===== config.mk =====
export PLATFORM = sky130hd
export DESIGN_NAME = palette_bitplane_tile_packer_core
export DESIGN_NICKNAME = d
export VERILOG_FILES = /design/src/design/pbtp_pkg.sv /design/src/design/pbtp_palette.sv /design/src/design/palette_bitplane_tile_packer_core.sv
export SDC_FILE = /design/constraint.sdc
export NUM_CORES = 1
export LEC_CHECK = 0
export ABC_AREA = 1
export BUFFER_PORTS_ARGS = -buffer_cell sky130_fd_sc_hd__clkbuf_2
export CORE_MARGIN = 3
export CORE_UTILIZATION = 55
export DETAILED_ROUTE_END_ITERATION = 16
export PLACE_DENSITY_LB_ADDON = 0.05
export SETUP_SLACK_MARGIN = 0.2
export SYNTH_ARGS = -nofsm -noshare
export SYNTH_HDL_FRONTEND = slang
export SYNTH_SLANG_ARGS = --single-unit
export TNS_END_PERCENT = 5

===== constraint.sdc =====
create_clock -name i_clk -period 5.2 [get_ports i_clk]
set_clock_uncertainty 0.2 [all_clocks]
set_input_delay 1.04 -clock i_clk [delete_from_list [all_inputs] [get_ports i_clk]]
set_output_delay 1.04 -clock i_clk [all_outputs]
set_load 0.005 [all_outputs]

===== src/design/pbtp_pkg.sv =====
`timescale 1ns / 1ps
// ----------------------------------------------------------------------------
// pbtp_pkg
// Shared constants and types of the palette bitplane tile packer.
// ----------------------------------------------------------------------------
package pbtp_pkg;

    localparam int TILE_SIZE       = 8;
    localparam int PALETTE_DEPTH   = 4;
    localparam int COLOR_W         = 32;
    localparam int INDEX_W         = 2;
    localparam int USED_W          = 3;
    localparam int WIDTH_W         = 7;
    localparam int COL_W           = 6;
    localparam int LINE_W          = 9;
    localparam int PIX_W           = 3;
    localparam logic [WIDTH_W-1:0] MAX_WIDTH_TILES = 7'd64;
    localparam logic [WIDTH_W-1:0] RESET_WIDTH_TILES = 7'd1;

    // Result of one palette lookup, as seen after this item is applied.
    typedef struct packed {
        logic [INDEX_W-1:0] index;
        logic [USED_W-1:0]  used;
        logic               overflow;
    } t_pal_result;

endpackage


===== src/design/pbtp_palette.sv =====
`timescale 1ns / 1ps
// ----------------------------------------------------------------------------
// pbtp_palette
// Four-entry color palette: parallel compare, append of unseen colors and
// overflow tracking. The lookup result is combinational from the stored state.
// ----------------------------------------------------------------------------
module pbtp_palette (
    input  logic                          i_clk,
    input  logic                          i_rst_n,
    input  logic                          i_fire,
    input  logic                          i_clear,
    input  logic [pbtp_pkg::COLOR_W-1:0]  i_color,
    output pbtp_pkg::t_pal_result         o_res
);

    logic [pbtp_pkg::COLOR_W-1:0] r_pal [pbtp_pkg::PALETTE_DEPTH];
    logic [pbtp_pkg::USED_W-1:0]  r_cnt;
    logic                         r_ovf;

    logic [pbtp_pkg::USED_W-1:0]  cnt_eff;
    logic                         ovf_eff;
    logic [pbtp_pkg::PALETTE_DEPTH-1:0] hit;
    logic                         any_hit;
    logic [pbtp_pkg::INDEX_W-1:0] hit_idx;
    logic                         append;
    logic [pbtp_pkg::USED_W-1:0]  n_cnt;
    logic                         n_ovf;

    assign cnt_eff = i_clear ? '0 : r_cnt;
    assign ovf_eff = i_clear ? 1'b0 : r_ovf;

    always_comb begin
        for (int k = 0; k < pbtp_pkg::PALETTE_DEPTH; k++) begin
            hit[k] = (pbtp_pkg::USED_W'(k) < cnt_eff) && (r_pal[k] == i_color);
        end
    end

    // Entries are distinct, but the lowest match wins to keep the order explicit.
    always_comb begin
        hit_idx = '0;
        for (int k = pbtp_pkg::PALETTE_DEPTH - 1; k >= 0; k--) begin
            if (hit[k]) begin
                hit_idx = pbtp_pkg::INDEX_W'(k);
            end
        end
    end

    assign any_hit = |hit;
    assign append  = !any_hit && (cnt_eff < pbtp_pkg::USED_W'(pbtp_pkg::PALETTE_DEPTH));
    assign n_cnt   = append ? cnt_eff + 1'b1 : cnt_eff;
    assign n_ovf   = ovf_eff | (!any_hit && !append);

    always_comb begin
        o_res.used     = n_cnt;
        o_res.overflow = n_ovf;
        if (any_hit) begin
            o_res.index = hit_idx;
        end else if (append) begin
            o_res.index = cnt_eff[pbtp_pkg::INDEX_W-1:0];
        end else begin
            o_res.index = '0;
        end
    end

    always_ff @(posedge i_clk) begin
        if (!i_rst_n) begin
            r_cnt <= '0;
            r_ovf <= 1'b0;
        end else if (i_fire) begin
            r_cnt <= n_cnt;
            r_ovf <= n_ovf;
        end
    end

    // Entries at or above the fill count are never compared, so they need no reset.
    always_ff @(posedge i_clk) begin
        if (i_fire && append) begin
            r_pal[cnt_eff[pbtp_pkg::INDEX_W-1:0]] <= i_color;
        end
    end

endmodule


===== src/design/palette_bitplane_tile_packer_core.sv =====
`timescale 1ns / 1ps
// ----------------------------------------------------------------------------
// palette_bitplane_tile_packer_core
// Packs a raster stream of RGBA pixels into 2bpp bitplane tile lines.
// ----------------------------------------------------------------------------
// One pixel item is accepted per clock. Each pixel passes through an input
// register and is then coded against a four-entry palette by four parallel
// compares; every eighth pixel loads the result register with two bitplane
// bytes and the tile coordinates. The result register loads when the eighth
// pixel of a group leaves the input register, and the result is offered from
// the result register. The rate is one pixel per cycle, stalled only while a
// completed result waits in the output register and the next pixel would
// produce another. Set i_start_image on the first pixel of each image; the
// width register (in tiles) may be written only while the block is idle.
module palette_bitplane_tile_packer_core (
    input  logic        i_clk,
    input  logic        i_rst_n,
    input  logic        i_cfg_we,
    input  logic [6:0]  i_cfg_wdata,
    input  logic        i_valid,
    output logic        o_ready,
    input  logic [31:0] i_pixel_rgba,
    input  logic        i_start_image,
    output logic        o_valid,
    input  logic        i_ready,
    output logic [5:0]  o_tile_row,
    output logic [5:0]  o_grid_col,
    output logic [2:0]  o_line_in_tile,
    output logic [7:0]  o_plane_low,
    output logic [7:0]  o_plane_high,
    output logic [2:0]  o_palette_used,
    output logic        o_palette_overflow
);

    localparam int TW = pbtp_pkg::TILE_SIZE;

    logic [pbtp_pkg::WIDTH_W-1:0] r_width;

    logic                         r_s1_valid;
    logic [pbtp_pkg::COLOR_W-1:0] r_s1_rgba;
    logic                         r_s1_start;

    logic [pbtp_pkg::PIX_W-1:0]   r_pig;
    logic [TW-1:0]                r_low;
    logic [TW-1:0]                r_high;
    logic [pbtp_pkg::COL_W-1:0]   r_col;
    logic [pbtp_pkg::LINE_W-1:0]  r_line;

    logic                         r_out_valid;

    logic [pbtp_pkg::PIX_W-1:0]   pig_eff;
    logic [TW-1:0]                low_eff;
    logic [TW-1:0]                high_eff;
    logic [pbtp_pkg::COL_W-1:0]   col_eff;
    logic [pbtp_pkg::LINE_W-1:0]  line_eff;
    logic [TW-1:0]                n_low;
    logic [TW-1:0]                n_high;
    logic                         emit;
    logic                         out_free;
    logic                         s1_fire;
    logic                         in_fire;
    logic [pbtp_pkg::WIDTH_W-1:0] width_eff;
    logic [pbtp_pkg::WIDTH_W-1:0] next_col;
    pbtp_pkg::t_pal_result        pal_res;

    // Configuration register.
    always_ff @(posedge i_clk) begin
        if (!i_rst_n) begin
            r_width <= pbtp_pkg::RESET_WIDTH_TILES;
        end else if (i_cfg_we) begin
            r_width <= i_cfg_wdata;
        end
    end

    // A start pixel sees the per-image state as cleared.
    assign pig_eff  = r_s1_start ? '0 : r_pig;
    assign low_eff  = r_s1_start ? '0 : r_low;
    assign high_eff = r_s1_start ? '0 : r_high;
    assign col_eff  = r_s1_start ? '0 : r_col;
    assign line_eff = r_s1_start ? '0 : r_line;

    assign emit     = (pig_eff == pbtp_pkg::PIX_W'(TW - 1));
    assign out_free = !r_out_valid || i_ready;
    assign s1_fire  = r_s1_valid && (out_free || !emit);
    assign o_ready  = !r_s1_valid || s1_fire;
    assign in_fire  = i_valid && o_ready;

    pbtp_palette u_palette (
        .i_clk   (i_clk),
        .i_rst_n (i_rst_n),
        .i_fire  (s1_fire),
        .i_clear (r_s1_start),
        .i_color (r_s1_rgba),
        .o_res   (pal_res)
    );

    assign n_low  = {low_eff[TW-2:0], pal_res.index[0]};
    assign n_high = {high_eff[TW-2:0], pal_res.index[1]};

    always_comb begin
        if (r_width == '0) begin
            width_eff = pbtp_pkg::WIDTH_W'(1);
        end else if (r_width > pbtp_pkg::MAX_WIDTH_TILES) begin
            width_eff = pbtp_pkg::MAX_WIDTH_TILES;
        end else begin
            width_eff = r_width;
        end
    end

    assign next_col = {1'b0, col_eff} + 1'b1;

    // Input register.
    always_ff @(posedge i_clk) begin
        if (!i_rst_n) begin
            r_s1_valid <= 1'b0;
        end else if (in_fire) begin
            r_s1_valid <= 1'b1;
        end else if (s1_fire) begin
            r_s1_valid <= 1'b0;
        end
    end

    always_ff @(posedge i_clk) begin
        if (in_fire) begin
            r_s1_rgba  <= i_pixel_rgba;
            r_s1_start <= i_start_image;
        end
    end

    // Group shift bytes and raster position.
    always_ff @(posedge i_clk) begin
        if (!i_rst_n) begin
            r_pig  <= '0;
            r_low  <= '0;
            r_high <= '0;
            r_col  <= '0;
            r_line <= '0;
        end else if (s1_fire) begin
            if (emit) begin
                r_pig  <= '0;
                r_low  <= '0;
                r_high <= '0;
                if (next_col >= width_eff) begin
                    r_col  <= '0;
                    r_line <= line_eff + 1'b1;
                end else begin
                    r_col  <= next_col[pbtp_pkg::COL_W-1:0];
                    r_line <= line_eff;
                end
            end else begin
                r_pig  <= pig_eff + 1'b1;
                r_low  <= n_low;
                r_high <= n_high;
                r_col  <= col_eff;
                r_line <= line_eff;
            end
        end
    end

    // Result register.
    always_ff @(posedge i_clk) begin
        if (!i_rst_n) begin
            r_out_valid <= 1'b0;
        end else if (s1_fire && emit) begin
            r_out_valid <= 1'b1;
        end else if (i_ready) begin
            r_out_valid <= 1'b0;
        end
    end

    always_ff @(posedge i_clk) begin
        if (s1_fire && emit) begin
            o_tile_row         <= line_eff[pbtp_pkg::LINE_W-1:3];
            o_grid_col         <= col_eff;
            o_line_in_tile     <= line_eff[2:0];
            o_plane_low        <= n_low;
            o_plane_high       <= n_high;
            o_palette_used     <= pal_res.used;
            o_palette_overflow <= pal_res.overflow;
        end
    end

    assign o_valid = r_out_valid;

    // A result is never overwritten while it waits for the consumer.
    assert property (@(posedge i_clk) disable iff (!i_rst_n)
        (r_out_valid && !i_ready) |-> !(s1_fire && emit))
        else $error("result register overwritten while stalled");

    // The overflow flag only comes up once the palette is full.
    assert property (@(posedge i_clk) disable iff (!i_rst_n)
        (o_valid && o_palette_overflow) |-> (o_palette_used == 3'd4))
        else $error("overflow reported with palette not full");

    // A held pixel in the input register is not dropped.
    assert property (@(posedge i_clk) disable iff (!i_rst_n)
        (r_s1_valid && !s1_fire) |=> r_s1_valid)
        else $error("pending pixel lost from input register");

    // A completed group always resets the group shift counter.
    assert property (@(posedge i_clk) disable iff (!i_rst_n)
        (s1_fire && emit) |=> (r_pig == '0))
        else $error("pixel counter not cleared after a group");

endmodule

### Word-level counts from Yosys, hierarchy flattened

Memories as Yosys holds them, arrays and structs flattened.
Index checks and enable logic that the tools add are counted.

| word-level totals | value |
|---|---|
| memory bits (read-only) | 0 |
| memories kept | 1 |
| bits in latches | 0 |
| register bits | 113 |
| memory bits (writable) | 128 |

Memory list:

| name | depth | bits a word | rd ports | clocked after memory_dff | write ports | line | text |
|---|---|---|---|---|---|---|---|
| u_palette.r_pal | 4 | 32 | 4 | 0 | 1 | pbtp_palette.sv:16 | `logic [pbtp_pkg::COLOR_W-1:0] r_pal [pbtp_pkg::PALETTE_DEPTH];` |

| cells by class | value |
|---|---|
| bitwise logic cells | 1 |
| div/mod/pow operators | 0 |
| shift operators | 0 |
| multipliers | 0 |
| reductions and logical operators | 22 |
| equality and inequality tests | 5 |
| $lt $le $gt $ge | 7 |
| add/subtract/negate cells | 4 |
| multiplexer cells | 29 |

Operator list:

| operator | count |
|---|---|
| 32-bit == test | 4 |
| 7-bit 2-to-1 mux | 6 |
| 9-bit 2-to-1 mux | 3 |
| 6-bit 2-to-1 mux | 3 |
| 2-bit 2-to-1 mux | 6 |
| 3-bit 2-to-1 mux | 4 |
| 1-bit logical AND | 10 |
| 9-bit by 1-bit adder with 9-bit output, second input constant | 1 |
| 6-bit by 1-bit adder with 7-bit output, second input constant | 1 |
| 7-bit >= comparator | 1 |
| 7-bit greater-than comparator, second input constant | 1 |
| 7-bit logical NOT | 1 |
| 1-bit 2-to-1 mux | 7 |
| 3-bit by 1-bit adder with 3-bit output, second input constant | 2 |
| 1-bit by 3-bit < comparator with 1-bit output, first input constant | 2 |
| 2-bit by 3-bit < comparator with 1-bit output, first input constant | 2 |
| 1-bit logical NOT | 5 |
| 2-bit nonzero test | 2 |
| 4-bit OR reduction | 1 |
| 3-bit == test, second input constant | 1 |
| 1-bit logical OR | 3 |
| 3-bit < comparator, second input constant | 1 |
| 1-bit bitwise OR | 1 |

### Logic depth before layout (Yosys ltp)

| depth | value |
|---|---|
| depth in word-level cells | 9 |
| gate-level depth with buffers | 18 |

### By module

Synthesis repeated with hierarchy kept, for this count alone.

| second synthesis, totals | value |
|---|---|
| cell total of the unflattened synthesis | 1,380 |
| area total of the unflattened synthesis | 12,070.3 um2 |

By module, submodules not included:

| module | instances | cells each | seq. area each (um2) | area each (um2) |
|---|---|---|---|---|
| pbtp_palette | 1 | 966 | 3,923.8 | 7,732.4 |
| palette_bitplane_tile_packer_core | 1 | 414 | 2,862.7 | 4,337.9 |

### Worst setup path after synthesis

OpenSTA, ideal clock, no wires.

| path | value |
|---|---|
| path type | reg2reg |
| start | register r_s1_start |
| end | register r_line[6] (netlist bit) |
| path buffers | 5 |
| slack | 1.366 ns |
| period minus slack after synthesis | 3.834 ns |
| arrival | 3.516 ns |
| data required time | 4.882 ns |
| cell stages (with the launch flop) | 19 |
| library setup time | 0.118 ns |
| cells stage by stage | edfxtp_1 -> buf_6 -> clkbuf_1 -> clkbuf_1 -> buf_2 -> nor2_1 -> ha_1 -> ha_1 -> buf_2 -> nand2_1 -> nand2_2 -> inv_2 -> nand2_1 -> inv_1 -> nand2_1 -> nor2_1 -> nand3_1 -> o21ai_1 -> a21oi_1 |

| between the ends | value |
|---|---|
| word-level cells in the longest chain between the ends | 5 |

RTL lines:

| what | line | text |
|---|---|---|
| start: declaration | palette_bitplane_tile_packer_core.sv:41 | `logic r_s1_start;` |
| start signal: assignment | palette_bitplane_tile_packer_core.sv:126 | `r_s1_start <= i_start_image;` |
| 6-bit 2-to-1 mux or 3-bit 2-to-1 mux (tied branches) | palette_bitplane_tile_packer_core.sv:79, palette_bitplane_tile_packer_core.sv:76 |  |
| 6-bit by 1-bit adder with 7-bit output or 3-bit == test (tied branches) | palette_bitplane_tile_packer_core.sv:110, palette_bitplane_tile_packer_core.sv:82 |  |
| 7-bit >= comparator or 1-bit logical NOT (tied branches) | palette_bitplane_tile_packer_core.sv:143, palette_bitplane_tile_packer_core.sv:84 |  |
| 9-bit 2-to-1 mux or 1-bit logical OR (tied branches) | palette_bitplane_tile_packer_core.sv:143, palette_bitplane_tile_packer_core.sv:84 |  |
| 9-bit 2-to-1 mux or 1-bit logical AND (tied branches) | palette_bitplane_tile_packer_core.sv:139, palette_bitplane_tile_packer_core.sv:84 |  |
| end signal: assignment | palette_bitplane_tile_packer_core.sv:145 | `r_line <= line_eff + 1'b1;` |
| end signal: assignment | palette_bitplane_tile_packer_core.sv:148 | `r_line <= line_eff;` |
| end signal: assignment | palette_bitplane_tile_packer_core.sv:155 | `r_line <= line_eff;` |
| end: declaration | palette_bitplane_tile_packer_core.sv:47 | `logic [pbtp_pkg::LINE_W-1:0] r_line;` |

Several ways; a longest one is shown, not always the timed one.
A chain may end at the register's enable or synchronous reset.

### Worst setup path after layout

| path | value |
|---|---|
| start | register r_s1_start |
| end | register r_line[5] (netlist bit) |

Same word-level chain as after synthesis.

==> impl_metrics.json <==
{
  "route.vias.total": 8329,
  "grt_first_pass_wirelength_mm": 42.2,
  "synthArstFlopShare_pct": 0,
  "final_cell_count_no_fill": 1642,
  "r2r_setup_slack_ps": 1410,
  "finalHoldViolations": 0,
  "cts_hold_buf": 0,
  "worst_setup_start_kind": "flip-flop",
  "num_antenna_cells": 0,
  "postCtsSetupRepairBufs": 0,
  "number_of_antenna_violations_at_the_first_check_in_global_routing": 0,
  "number_of_cells_in_the_design_after_placement": 1594,
  "max_freq_mhz": 264,
  "syn_area_um2": 11500,
  "layout.nets": 1413,
  "ys_top_cells_by_area": "edfxtp_1 (51%), nand2_1 (12%), dfxtp_1 (7.8%)",
  "ys_ff_latch": 241,
  "top_flip_flop_cell_by_instance_count_after_synthesis": "edfxtp_1",
  "period_share_pct": 72.8,
  "ioPinCount": 82,
  "worst_pin_slew_ps": 1040,
  "ys_seq_area_share_pct": 59.1,
  "fp.dieH_um": 151,
  "clk_pin_slew_worst_paths_ps": 60,
  "post_synth.cell_area_avg_um2": 9.11,
  "synth_top_area_share_pct": 51.2,
  "tritoncts": "done",
  "hold_path.startpoint": "r_pig[1]",
  "ff2ff_path_depth": 14,
  "critical_path.max_fanout": 35,
  "setup_repair_after_global_routing_missed_its_margin": "no",
  "postSynthNetCount": 1322,
  "drv_cap": 0,
  "layout_commonest_cell": "nand2_1",
  "drc": 0,
  "layout.cell_area.non_filler_um2": 13000,
  "drt_first_pass_iters": 5,
  "placeableCoreArea_um2": 20400,
  "clk_path_buf_depth": 3,
  "maximum_number_of_pins_on_one_net_before_global_route_repair": 36,
  "syn2layout_area_growth_pct": 13.5,
  "post-route-min-period_ps": 3790,
  "utilization_pct": 64.1,
  "floorplan_die_width_um": 151,
  "dp_hpwl_mm": 20.0,
  "route.detailed.wl_per_inst_um": 16.9,
  "rows": 52,
  "synth-edff-count": 196,
  "total_routing_resource_utilization_after_global_routing_pct": 24.6,
  "report.final.slew_viol_count": 0,
  "whs_path_depth": 2,
  "worst_ep_arrival_time_ps": 4000,
  "num-fill-cells": 1723,
  "clk-insertion-delay-late_ps": 530,
  "critPathCaptureType": "flip-flop",
  "drt_iter0_markers": 703,
  "worst-setup-path-type": "reg -> reg",
  "fp.dieArea_um2": 22700,
  "setup-violations-final": 0,
  "rr_endpoint": "r_line[5]",
  "min-delay-path-class": "reg -> reg",
  "cts_buffers": 26,
  "yosys.cell_types.count": 36,
  "timing.critical_path.required_ps": 5410,
  "vdd.ir_drop.worst_mv": 0.334,
  "r2r_start": "r_s1_start",
  "worstHoldEndpoint": "r_pig[1]",
  "io_buffers": 81,
  "run_status": "complete, no violations",
  "globalplace.congestion": 0.937,
  "placed_area_um2": 12200,
  "synthesis.yosys.warnings": 0,
  "detail_route.wirelength_mm": 27.7,
  "drive_gt1_share_pct": 13.5,
  "postCtsResizedCells": 0,
  "detail-route-antenna-nets": 0,
  "viasPerCell": 5.07,
  "start_util_pct": 56.4,
  "setup_total_negative_slack_ps": 0,
  "globalRoute.totalOverflow": 0,
  "number_of_global_route_vias_before_repair": 7658,
  "syn_inst": 1261,
  "powerDensity_nw_per_um2": 340,
  "clkSinkCount": 241,
  "cts_max_level": 1,
  "leakagePower_nw": 5.47,
  "layout_common_cells": "nand2_1 (371), edfxtp_1 (196), nor2_1 (184)",
  "post-synth-top-area-cell": "edfxtp_1",
  "cts_root_buf": "clkbuf_16",
  "slew-limit-headroom_pct": 30.6
}
[metal layers]
layer / wire (um) / track usage, % / share of wire [%]
met5: 0 / 0 / 0
met4: 609 / 5.67 / 2.2
met3: 2320 / 4.06 / 8.4
met2: 11500 / 35.5 / 42
met1: 13200 / 39.1 / 48
[synth_stat cells, types with 2 or more instances]
master    number
nand2_1      371
edfxtp_1     196
nor2_1       184
inv_1        148
dfxtp_1       45
a21oi_1       38
xnor2_1       38
nand3_1       34
inv_2         31
xor2_1        28
o21ai_0       23
nand4_1       17
ha_1          16
nor3_1        16
buf_4          9
nor2_2         9
nand2_2        8
clkbuf_1       6
nand3b_1       6
o21ai_1        6
and2_1         5
buf_2          5
buf_1          3
nor2b_1        3
xnor2_2        3
nand2b_1       2
o22ai_1        2
[report_power, final]
part           switching (W)  internal [W]  total [W]
Sequential         0.0000856       0.00215    0.00223
Clock               0.000733       0.00114    0.00188
Combinational       0.000213      0.000110   0.000322
Total                0.00103       0.00340    0.00443
[state kept, by name, indices dropped and copies added, names as in the netlist, 3 cells and up]
name             cells
u_palette.r_pal    128
r_line               9
r_s1_rgba           32
o_grid_col           6
o_plane_low          8
r_col                6
o_tile_row           6
r_pig                3
r_width              7
u_palette.r_cnt      3
r_high               7
o_plane_high         8
o_palette_used       3
o_line_in_tile       3
r_low                7
[worst max path at each step]
stage	startpoint	endpoint	slack (ps)	cells past startpoint
CTS	r_s1_start	r_line[6]	1390	14
detailed placement	r_s1_start	r_line[5]	1420	14
global route	r_s1_start	r_line[5]	900	14
finish	r_s1_start	r_line[5]	1410	14
floorplan	r_s1_start	r_line[6]	1370	18
global placement	r_s1_start	r_line[6]	1510	14
[worst max-delay path, stage by stage (launching register included)]
cell and delay [ps]:
edfxtp_1 630, buf_4 380, nor2_1 90, ha_1 300, nand2_1 120, nand2_2 290
inv_2 300, nand2_1 100, inv_1 140, buf_4 410, nand2_1 220, nor2_1 200
nand2_1 90, o21ai_0 140, a21oi_1 50
[cells by family (layout without fill, tap and decap cells)]
group / count (synthesis) / in the layout / share of synthesized area (%)
fa+ha+maj: 16 / 16 / 1.74
xor+xnor: 69 / 69 / 5.46
flops: 241 / 241 / 59.1
compound gates: 71 / 71 / 3.17
simple gates: 660 / 660 / 23.5
buf+inv: 204 / 315 / 7.12
[cell type report]
type | count | area, um^2 | share of cell area [%]
repair buffers | 87 | 463 | 3.55
well taps | 270 | 338 | 2.59
clock buffers | 39 | 791 | 6.06
multi-input cells | 816 | 3890 | 29.8
inverters | 180 | 681 | 5.22
clock inverters | 9 | 96.3 | 0.738
flip-flops and latches | 241 | 6790 | 52.0
[through the flow]
step | setup slack, ps | hold slack, ps | power [W]
floorplan | 1370 | 230 | 0.00246
global placement | 1510 | 251 | 0.00258
detailed placement | 1420 | 256 | 0.00259
CTS | 1390 | 264 | 0.00446
global route | 897 | 291 | 0.00459
finish | 1410 | 262 | 0.00443
No activity file was read; power rests on OpenSTA's default activity.
